### config.mk
export PLATFORM = sky130hd
export DESIGN_NAME = palette_fade_decay_clamp_unit
export DESIGN_NICKNAME = d
export VERILOG_FILES = /design/src/rtl/core/pfdc_pkg.sv /design/src/rtl/core/pfdc_front.sv /design/src/rtl/core/pfdc_queue.sv /design/src/rtl/core/pfdc_back.sv /design/src/rtl/core/palette_fade_decay_clamp_unit.sv
export SDC_FILE = /design/constraint.sdc
export NUM_CORES = 1
export LEC_CHECK = 0
export BUFFER_PORTS_ARGS = -buffer_cell sky130_fd_sc_hd__buf_4
export CAP_MARGIN = 20
export CORE_MARGIN = 4
export CORE_UTILIZATION = 30
export CTS_CLUSTER_SIZE = 28
export DETAILED_ROUTE_END_ITERATION = 7
export SETUP_SLACK_MARGIN = 0.1
export SKIP_CTS_REPAIR_TIMING = 1
export SLEW_MARGIN = 20
export SYNTH_ARGS = -nofsm -noshare
export SYNTH_HDL_FRONTEND = slang
export SYNTH_SLANG_ARGS = --single-unit
### constraint.sdc
create_clock -name i_clk -period 19.1 [get_ports i_clk]
set_input_delay 2.865 -clock i_clk [delete_from_list [all_inputs] [get_ports i_clk]]
set_output_delay 2.865 -clock i_clk [all_outputs]
set_load 0.01 [all_outputs]
### src/rtl/core/pfdc_pkg.sv
`timescale 1ns / 1ps
// Package for the palette fade/decay/clamp unit: the entry record, the band codes,
// and the offset decay and channel clamp functions. It depends on nothing.
package pfdc_pkg;

    localparam int PASS_LENGTH = 63;

    // Decay band, taken from the top two bits of the position
    localparam logic [1:0] BAND_NONE  = 2'd0;  // positions 0..15
    localparam logic [1:0] BAND_4_5   = 2'd1;  // positions 16..31
    localparam logic [1:0] BAND_4_3   = 2'd2;  // positions 32..47
    localparam logic [1:0] BAND_2_3   = 2'd3;  // positions 48..63

    typedef logic signed [5:0] t_offset;

    // One classified entry, passed from the front end to the back end
    typedef struct packed {
        logic [14:0] color;
        t_offset     red_off;
        t_offset     green_off;
        t_offset     blue_off;
        logic [5:0]  position;
        logic        last;
    } t_entry;

    typedef struct packed {
        logic full;
        logic empty;
    } t_q_status;

    // d - (d/p + d/q), truncating towards zero. Divide by 3 and by 5 through
    // reciprocal multiplies that are exact for magnitudes up to 32.
    function automatic t_offset decay(input t_offset d, input logic [1:0] band);
        logic [6:0]  dx;
        logic [6:0]  mag;
        logic [12:0] p3;
        logic [8:0]  p5;
        logic [6:0]  q2;
        logic [6:0]  q3;
        logic [6:0]  q4;
        logic [6:0]  q5;
        logic [6:0]  sum;
        logic [6:0]  res;
        dx  = {d[5], d};
        mag = dx[6] ? 7'(-dx) : dx;
        p3  = 13'(mag) * 13'd43;
        p5  = 9'(mag) * 9'd13;
        q2  = mag >> 1;
        q4  = mag >> 2;
        q3  = {1'b0, p3[12:7]};
        q5  = {4'b0, p5[8:6]};
        case (band)
            BAND_NONE: sum = 7'd0;
            BAND_4_5:  sum = q4 + q5;
            BAND_4_3:  sum = q4 + q3;
            BAND_2_3:  sum = q2 + q3;
            default:   sum = 7'd0;
        endcase
        res = dx[6] ? (dx + sum) : (dx - sum);
        return t_offset'(res[5:0]);
    endfunction

    // Add a signed offset to a 5-bit channel and clamp to 0..31
    function automatic logic [4:0] clamp_chan(input logic [4:0] ch, input t_offset off);
        logic [7:0] v;
        v = {3'b0, ch} + {{2{off[5]}}, off};
        if (v[7]) begin
            return 5'd0;
        end else if (v[6:5] != 2'b00) begin
            return 5'd31;
        end else begin
            return v[4:0];
        end
    endfunction

endpackage

### src/rtl/core/pfdc_front.sv
`timescale 1ns / 1ps
// Front end: accepts entries, tracks position and decaying offsets, builds entry records.
// Depends on pfdc_pkg.
module pfdc_front (
    input  logic               i_clk,
    input  logic               i_rst_n,
    input  logic               i_accept,
    input  logic [15:0]        i_color_in,
    input  logic               i_first,
    input  pfdc_pkg::t_offset  i_red_start,
    input  pfdc_pkg::t_offset  i_green_start,
    input  pfdc_pkg::t_offset  i_blue_start,
    output pfdc_pkg::t_entry   o_entry
);

    logic [5:0]        r_count;
    pfdc_pkg::t_offset r_red_off;
    pfdc_pkg::t_offset r_green_off;
    pfdc_pkg::t_offset r_blue_off;

    logic [5:0]        n_count;
    pfdc_pkg::t_offset n_red_off;
    pfdc_pkg::t_offset n_green_off;
    pfdc_pkg::t_offset n_blue_off;
    logic [5:0]        pos;

    always_comb begin
        // first restarts the pass with fresh offsets
        pos         = i_first ? 6'd0 : r_count;
        n_red_off   = pfdc_pkg::decay(i_first ? i_red_start   : r_red_off,   pos[5:4]);
        n_green_off = pfdc_pkg::decay(i_first ? i_green_start : r_green_off, pos[5:4]);
        n_blue_off  = pfdc_pkg::decay(i_first ? i_blue_start  : r_blue_off,  pos[5:4]);
        n_count     = pos + 6'd1;
    end

    always_comb begin
        o_entry.color     = i_color_in[14:0];
        o_entry.red_off   = n_red_off;
        o_entry.green_off = n_green_off;
        o_entry.blue_off  = n_blue_off;
        o_entry.position  = pos;
        o_entry.last      = (pos == 6'(pfdc_pkg::PASS_LENGTH - 1));
    end

    always_ff @(posedge i_clk) begin
        if (!i_rst_n) begin
            r_count     <= 6'd0;
            r_red_off   <= '0;
            r_green_off <= '0;
            r_blue_off  <= '0;
        end else if (i_accept) begin
            r_count     <= n_count;
            r_red_off   <= n_red_off;
            r_green_off <= n_green_off;
            r_blue_off  <= n_blue_off;
        end
    end

endmodule

### src/rtl/core/pfdc_queue.sv
`timescale 1ns / 1ps
// Two-entry queue of entry records between front and back end.
// Depends on pfdc_pkg.
module pfdc_queue (
    input  logic                  i_clk,
    input  logic                  i_rst_n,
    input  logic                  i_push,
    input  pfdc_pkg::t_entry      i_entry,
    input  logic                  i_pop,
    output pfdc_pkg::t_entry      o_entry,
    output pfdc_pkg::t_q_status   o_status
);

    pfdc_pkg::t_entry r_mem [2];
    logic             r_wr_ptr;
    logic             r_rd_ptr;
    logic [1:0]       r_count;

    assign o_status.full  = (r_count == 2'd2);
    assign o_status.empty = (r_count == 2'd0);
    assign o_entry        = r_mem[r_rd_ptr];

    always_ff @(posedge i_clk) begin
        if (i_push) begin
            r_mem[r_wr_ptr] <= i_entry;
        end
    end

    always_ff @(posedge i_clk) begin
        if (!i_rst_n) begin
            r_wr_ptr <= 1'b0;
            r_rd_ptr <= 1'b0;
            r_count  <= 2'd0;
        end else begin
            if (i_push) begin
                r_wr_ptr <= ~r_wr_ptr;
            end
            if (i_pop) begin
                r_rd_ptr <= ~r_rd_ptr;
            end
            case ({i_push, i_pop})
                2'b10:   r_count <= r_count + 2'd1;
                2'b01:   r_count <= r_count - 2'd1;
                default: r_count <= r_count;
            endcase
        end
    end

endmodule

### src/rtl/core/pfdc_back.sv
`timescale 1ns / 1ps
// Back end: applies offsets, clamps and repacks the colour into the result register.
// Depends on pfdc_pkg.
module pfdc_back (
    input  logic                 i_clk,
    input  logic                 i_rst_n,
    input  pfdc_pkg::t_entry     i_entry,
    input  pfdc_pkg::t_q_status  i_q_status,
    output logic                 o_q_pop,
    input  logic                 i_pop,
    output logic                 o_valid,
    output logic [14:0]          o_color_out,
    output logic [5:0]           o_position,
    output logic                 o_last
);

    logic        r_valid;
    logic [14:0] r_color;
    logic [5:0]  r_position;
    logic        r_last;
    logic [14:0] n_color;

    // take a new record when the result register is free or being drained
    assign o_q_pop = !i_q_status.empty && (!r_valid || i_pop);

    always_comb begin
        n_color[4:0]   = pfdc_pkg::clamp_chan(i_entry.color[4:0],   i_entry.red_off);
        n_color[9:5]   = pfdc_pkg::clamp_chan(i_entry.color[9:5],   i_entry.green_off);
        n_color[14:10] = pfdc_pkg::clamp_chan(i_entry.color[14:10], i_entry.blue_off);
    end

    always_ff @(posedge i_clk) begin
        if (!i_rst_n) begin
            r_valid <= 1'b0;
        end else if (o_q_pop) begin
            r_valid <= 1'b1;
        end else if (i_pop) begin
            r_valid <= 1'b0;
        end
    end

    always_ff @(posedge i_clk) begin
        if (o_q_pop) begin
            r_color    <= n_color;
            r_position <= i_entry.position;
            r_last     <= i_entry.last;
        end
    end

    assign o_valid     = r_valid;
    assign o_color_out = r_color;
    assign o_position  = r_position;
    assign o_last      = r_last;

endmodule

### src/rtl/core/palette_fade_decay_clamp_unit.sv
`timescale 1ns / 1ps
// Top level of the palette fade/decay/clamp unit: front end, two-entry queue, back end.
// Depends on pfdc_pkg, pfdc_front, pfdc_queue and pfdc_back.
//
// Streams RGB555 palette entries through a per-channel signed offset that decays
// with position, clamping each channel to 0..31. Push an entry with i_first high to
// start a pass: that loads the three start offsets and sets the position to zero;
// later entries take the following positions, wrapping after 63. Offsets decay
// before each entry by truncating divisions set by the position band (none for
// 0..15, d/4+d/5 for 16..31, d/4+d/3 for 32..47, d/2+d/3 for 48..63), and o_last
// marks position 62. Both sides look like a queue: push while o_full is low, pop
// while o_empty is low. One entry is taken every cycle while o_full is low; a
// result passes from the queue into the result register before it shows on the
// output ports, and can be popped once o_empty is low. The front end holds the
// offset recurrence, so the combinational decay of the offsets sets that rate;
// the two-entry queue lets the front keep taking up to two entries while the
// result side stalls.
module palette_fade_decay_clamp_unit (
    input  logic        i_clk,
    input  logic        i_rst_n,
    input  logic        i_push,
    output logic        o_full,
    input  logic [15:0] i_color_in,
    input  logic        i_first,
    input  logic [5:0]  i_red_start,
    input  logic [5:0]  i_green_start,
    input  logic [5:0]  i_blue_start,
    output logic        o_empty,
    input  logic        i_pop,
    output logic [14:0] o_color_out,
    output logic [5:0]  o_position,
    output logic        o_last
);

    pfdc_pkg::t_entry    front_entry;
    pfdc_pkg::t_entry    q_entry;
    pfdc_pkg::t_q_status q_status;
    logic                accept;
    logic                q_pop;
    logic                back_valid;

    // accept a beat whenever the queue has room
    assign accept = i_push && !q_status.full;
    assign o_full = q_status.full;

    pfdc_front u_front (
        .i_clk         (i_clk),
        .i_rst_n       (i_rst_n),
        .i_accept      (accept),
        .i_color_in    (i_color_in),
        .i_first       (i_first),
        .i_red_start   (pfdc_pkg::t_offset'(i_red_start)),
        .i_green_start (pfdc_pkg::t_offset'(i_green_start)),
        .i_blue_start  (pfdc_pkg::t_offset'(i_blue_start)),
        .o_entry       (front_entry)
    );

    // hold classified entries while the result side stalls
    pfdc_queue u_queue (
        .i_clk    (i_clk),
        .i_rst_n  (i_rst_n),
        .i_push   (accept),
        .i_entry  (front_entry),
        .i_pop    (q_pop),
        .o_entry  (q_entry),
        .o_status (q_status)
    );

    pfdc_back u_back (
        .i_clk       (i_clk),
        .i_rst_n     (i_rst_n),
        .i_entry     (q_entry),
        .i_q_status  (q_status),
        .o_q_pop     (q_pop),
        .i_pop       (i_pop),
        .o_valid     (back_valid),
        .o_color_out (o_color_out),
        .o_position  (o_position),
        .o_last      (o_last)
    );

    assign o_empty = !back_valid;

    // reset leaves no result waiting
    a_reset_empty: assert property (@(posedge i_clk) !i_rst_n |=> o_empty)
        else $error("result shown after reset");

    // the queue can only fill while a result waits unpopped
    a_full_needs_result: assert property (@(posedge i_clk) disable iff (!i_rst_n)
        q_status.full |-> !o_empty)
        else $error("queue full with empty result register");

    // last flag travels with the final position of the pass
    a_last_position: assert property (@(posedge i_clk) disable iff (!i_rst_n)
        (!o_empty && o_last) |-> (o_position == 6'(pfdc_pkg::PASS_LENGTH - 1)))
        else $error("last flag on wrong position");

endmodule

* After elaboration in Yosys (flattened, before gate mapping) *
Memory sizes are Yosys's and may differ from the RTL's. A register that Yosys moved wholly into a read port is not among the register bits.
Cells that the tools add are included.
W data, S select, Z words.

cells by class
  add/subtract/negate cells = 24
  $mul = 6
  equality and inequality tests = 7
  mux-type cells = 23
  bitwise logic cells = 2
  reduce and logical (&&, ||, !) cells = 13

operators by type and width
  operator                count
  $pmux W6 S4             3
  $mux W6                 7
  $mul A7 B6 Y13 const B  3
  $add A6 B6 Y6           6
  $mul A7 B4 Y9 const B   3
  $add A6 B6 Y7           3
  $mux W7                 3
  $neg A7 Y7              3
  $add A5 B3 Y6           3
  $add A5 B6 Y6           3
  $sub A6 B6 Y6           3
  $mux W5                 3
  $reduce_bool A2 Y1      5
  $eq A2 B2 Y1 const B    4
  $add A6 B1 Y6 const B   1
  $eq A6 B6 Y1 const B    1
  $mux W1                 6
  $eq A2 B1 Y1 const B    2
  $logic_not A2 Y1        2
  $pmux W2 S2             1
  $logic_not A1 Y1        3
  $add A2 B1 Y2 const B   1
  $logic_and A1 B1 Y1     2
  $not A1 Y1              2
  2 further kinds         2

word-level totals
  register bits = 51
  bits in writable memories = 80
  output and inout port bits = 24
  memories kept = 1

memory list
  memory         words  bits a word  rd ports  clocked after memory_dff  wr ports  line              text
  u_queue.r_mem  2      40           1         1                         1         pfdc_queue.sv:14  pfdc_pkg::t_entry r_mem [2];

* Longest topological paths before layout *
  depth after elaboration = 8
  gate-level depth with buffers = 39
  mapped depth without buffers = 34

* Cells and area by module *
From an unflattened synthesis, not the netlist that was laid out.

second synthesis, totals
  cell total of the unflattened synthesis = 1158
  area, all modules = 11785.1 µm²

modules (own cells, without submodules)
  module                         times used  cells an instance  area each (µm²)
  pfdc_front                     1           864                7095.6
  pfdc_queue                     1           146                3089.2
  pfdc_back                      1           146                1582.8
  palette_fade_decay_clamp_unit  1           2                  17.5

* Worst setup path after synthesis *
No wires, ideal clock.

  path kind = input to register
  start = input port i_first
  end = memory u_queue.r_mem[0][24] (netlist bit), data pin
  arrival = 9.934 ns
  slack = 8.895 ns
  cell stages on the path = 35
  buffers on the path = 5
  path through = buf_6 -> buf_4 -> buf_6 -> buf_2 -> buf_2 -> mux2i_1 -> ha_1 -> a41oi_1 -> xnor2_1 -> inv_1 -> ha_1 -> ha_1 -> fa_1 -> ha_1 -> a31o_2 -> a21o_1 -> a21oi_1 -> nor2b_1 -> nor2_1 -> xnor2_1 -> fa_1 -> a22oi_1 -> ha_1 -> nor2_1 -> a21oi_1 -> ha_1 -> nand2_1 -> nor2_1 -> a221oi_1 -> nor2b_1 -> o21ai_0 -> nand2b_1 -> a21oi_1 -> a31oi_1 -> xor2_1

RTL lines
  what         line                                 text
  from (decl)  palette_fade_decay_clamp_unit.sv:24  input logic i_first,
  to (decl)    pfdc_queue.sv:14

==> results_dict.tcl <==
set metrics [dict create \
    status "completed" \
    fillers 3825 \
    ys_seq_area_frac 0.320 \
    fin_skew_ns 0.0112 \
    path_clk_slew_ns 0.05 \
    place_ws_ns 8.01 \
    ys_types 81 \
    grt_usage 0.115 \
    fin_area_um2 13100 \
    hold_depth 2 \
    antenna_found_initial 3 \
    tightest_slew_ns 1.00 \
    h-tree-depth 4 \
    r2r-end "u_queue.r_mem[1][24]" \
    synth_top_family_by_area "adder cells" \
    cp_max_fo 59 \
    ir_worst_vdd_uv 74.6 \
    yosys.area_share.adder 0.244 \
    start_kind "input pin" \
    max_freq_mhz 94.1 \
    cpPeakStageDelay_ns 0.64 \
    clockRootBuffer "clkbuf_16" \
    drc 0 \
    dpl.hpwl_mm 18.6 \
    synth_top_area_share 0.268 \
    rows 71 \
    rr_startpoint "u_front.r_red_off[0]" \
    hp-class "register to register" \
    viasPerCell 4.66 \
    place_area_um2 12500 \
    relSlewSlack 0.333 \
    drive_above_1_share 0.139 \
    synth_area_leaders "edfxtp_1 (27%), ha_1 (18%), fa_1 (6.3%), dfxtp_1 (5.2%), xnor2_1 (5.1%)" \
    layout_min_cycle_time_ns 10.63 \
    min-delay-start "u_front.r_green_off[4]" \
    min_period_over_period 0.557 \
    fin_util 0.348 \
    dieArea_um2 41300 \
    yosysWarnings 0 \
    ys_top_cells_by_count "ha_1 (165), inv_1 (142), edfxtp_1 (102)" \
    nNetsFinal 1443 \
    pwr-share-seq 0.248 \
    synthMuxAreaShare 0.0622 \
    dr_wl_met2_mm 11.1 \
    cpMostUsedCell "ha_1" \
    synthArstFlopShare 0 \
    swShare 0.387 \
    grt-ovfl-total 0 \
    synth_compound_area_frac 0.123 \
    cp.arrival_ns 10.81 \
    drv_slew 0 \
    synthesis.area_um2 11400 \
    diodes 0 \
    cpMaxStageDelayCell "mux2i_1" \
    switchingPower_uw 639 \
    place.gp.congestion 0.816 \
    clkLatencyLatePin_ns 0.40 \
    postRouteWirelength_mm 23.7 \
    area_delta_synth_final_pct 14.6 \
    setup_violations 0 \
    synth_area_leader_cell "edfxtp_1" \
    comb_power_share 0.549 \
    hold_path_end "u_front.r_green_off[4]" \
    core_area_um2 37700 \
    crit_type "input pin to register" \
    synth-xor-area-share 0.0768 \
    synth-main-ff-cell "edfxtp_1" \
    setup_ws_ns 8.47 \
    timing.max_cap.violations 0 \
    cts_buffer_depth 2 \
    clock_sinks 132 \
    die-width_um 203 \
    yosys_register_bits 132 \
    numCtsBuffers 17 \
    grt_pass1_wl_mm 39.6 \
    grt_max_degree 60 \
    synth.most_common_cell "ha_1" \
    wl_met3_um 842 \
    drtAntennaViolNets 0 \
    whs_ns 0.468 \
    ios 63 \
    rrSetupSlack_ns 11.37 \
    firstDrtPassIters 5 \
    cp-end-kind "register" \
    internal_power_uw 1010 \
    initial_core_util 0.304 \
    grt_setup_unrepaired "no" \
    vias 8050 \
    wire_per_inst_um 13.7 \
    finalHoldViolCount 0 \
    power.density_nw_per_um2 126 \
    setup_tns_ns 0 \
    io_buffers 61 \
    worst-r2r-cell-count 30 \
    required_ns 19.28 \
    grt_pass1_vias 8002 \
    synth_edf_count 102 \
    p_leak_uw 0.00591 \
    synthSimpleGateAreaFrac 0.113 \
    cts_tree "built" \
    avgSynthCellArea_um2 10.1 \
    synthCells 1131 \
    drt_iter0_drc 294 \
    met1_length_mm 11.5 \
    clkPwrFrac 0.203 \
    die_h_um 203 \
    highest_layer "met5" \
]
state kept, by name, indices dropped and copies added (netlist names), named ones only:
| register | count |
|---|---|
| u_queue.r_mem | 80 |
| u_front.r_count | 6 |
| u_back.o_position | 6 |
| u_front.r_blue_off | 6 |
| u_back.o_color_out | 15 |
| u_back.o_valid | 1 |
| u_queue.r_count | 2 |
| u_queue.r_wr_ptr | 1 |
| u_front.r_red_off | 6 |
| u_queue.r_rd_ptr | 1 |
| u_back.o_last | 1 |
| u_front.r_green_off | 6 |
through the flow:
stage          std cells  power (uW)
2_1_floorplan       1144        1100
3_3_place_gp        1695        1300
3_5_place_dp        1695        1330
4_1_cts             1727        1670
5_1_grt             1727        1810
6_report            1727        1650
power by group through the flow:
stage,logic [uW],registers [uW],clock network (uW)
after global placement,886,414,0
after global routing,1040,415,352
after detailed placement,911,415,0
after CTS,921,410,340
final,906,409,334
after floorplan,683,421,0
worst max-delay path by stage:
stage | start | end | slack (ns) | cells after the start
finish | i_first | u_queue.r_mem[1][24] | 8.47 | 31
global route | i_first | u_queue.r_mem[1][24] | 7.86 | 32
CTS | i_first | u_queue.r_mem[1][24] | 8.43 | 31
detailed placement | i_first | u_queue.r_mem[0][24] | 8.01 | 31
global placement | i_first | u_queue.r_mem[0][24] | 8.20 | 31
floorplan | i_first | u_queue.r_mem[0][24] | 8.89 | 35
cell families after synthesis:
family                   after synthesis
AO/OA/AOI/OAI                        213
XOR/XNOR                              96
adder cells (fa/ha/maj)              202
buffers and inverters                171
flip-flops                           132
multiplexers                          61
other                                  2
AND/OR/NAND/NOR                      254
cells in the final DEF, fill, tap and decap left out, drive strengths merged, types with 21 or more instances in the layout:
cell,count
o21ai,39
ha,165
edfxtp,102
inv,145
mux2i,26
xor2,24
mux2,35
fa,36
dfxtp,30
nor2,66
xnor2,72
nor2b,27
buf,66
nor3,21
nand2,64
a21oi,68
routing by layer:
layer,GRT usage,up-vias
met2,0.194,111
met1,0.157,3815
li1,-,4098
met3,0.0189,20
met5,0,-
met4,0.0253,6
worst max-delay path: cells and delay by family:
kind / cells / cell delay [ns]
compound gates: 9 / 2.00
xor+xnor: 2 / 0.51
fa+ha+maj: 8 / 2.89
buf+inv: 2 / 0.80
mux: 1 / 0.64
simple gates: 9 / 1.07
area by class of cell:
cell class,count,area [um2],share of cell area
Multi-Input combinational cell,841,7150,0.546
Sequential cell,132,3660,0.280
Tap cell,511,639,0.0488
Inverter,145,544,0.0415
Timing Repair Buffer,66,495,0.0378
Clock buffer,18,429,0.0327
Clock inverter,14,184,0.0140
No activity file was read; power rests on OpenSTA's default activity.
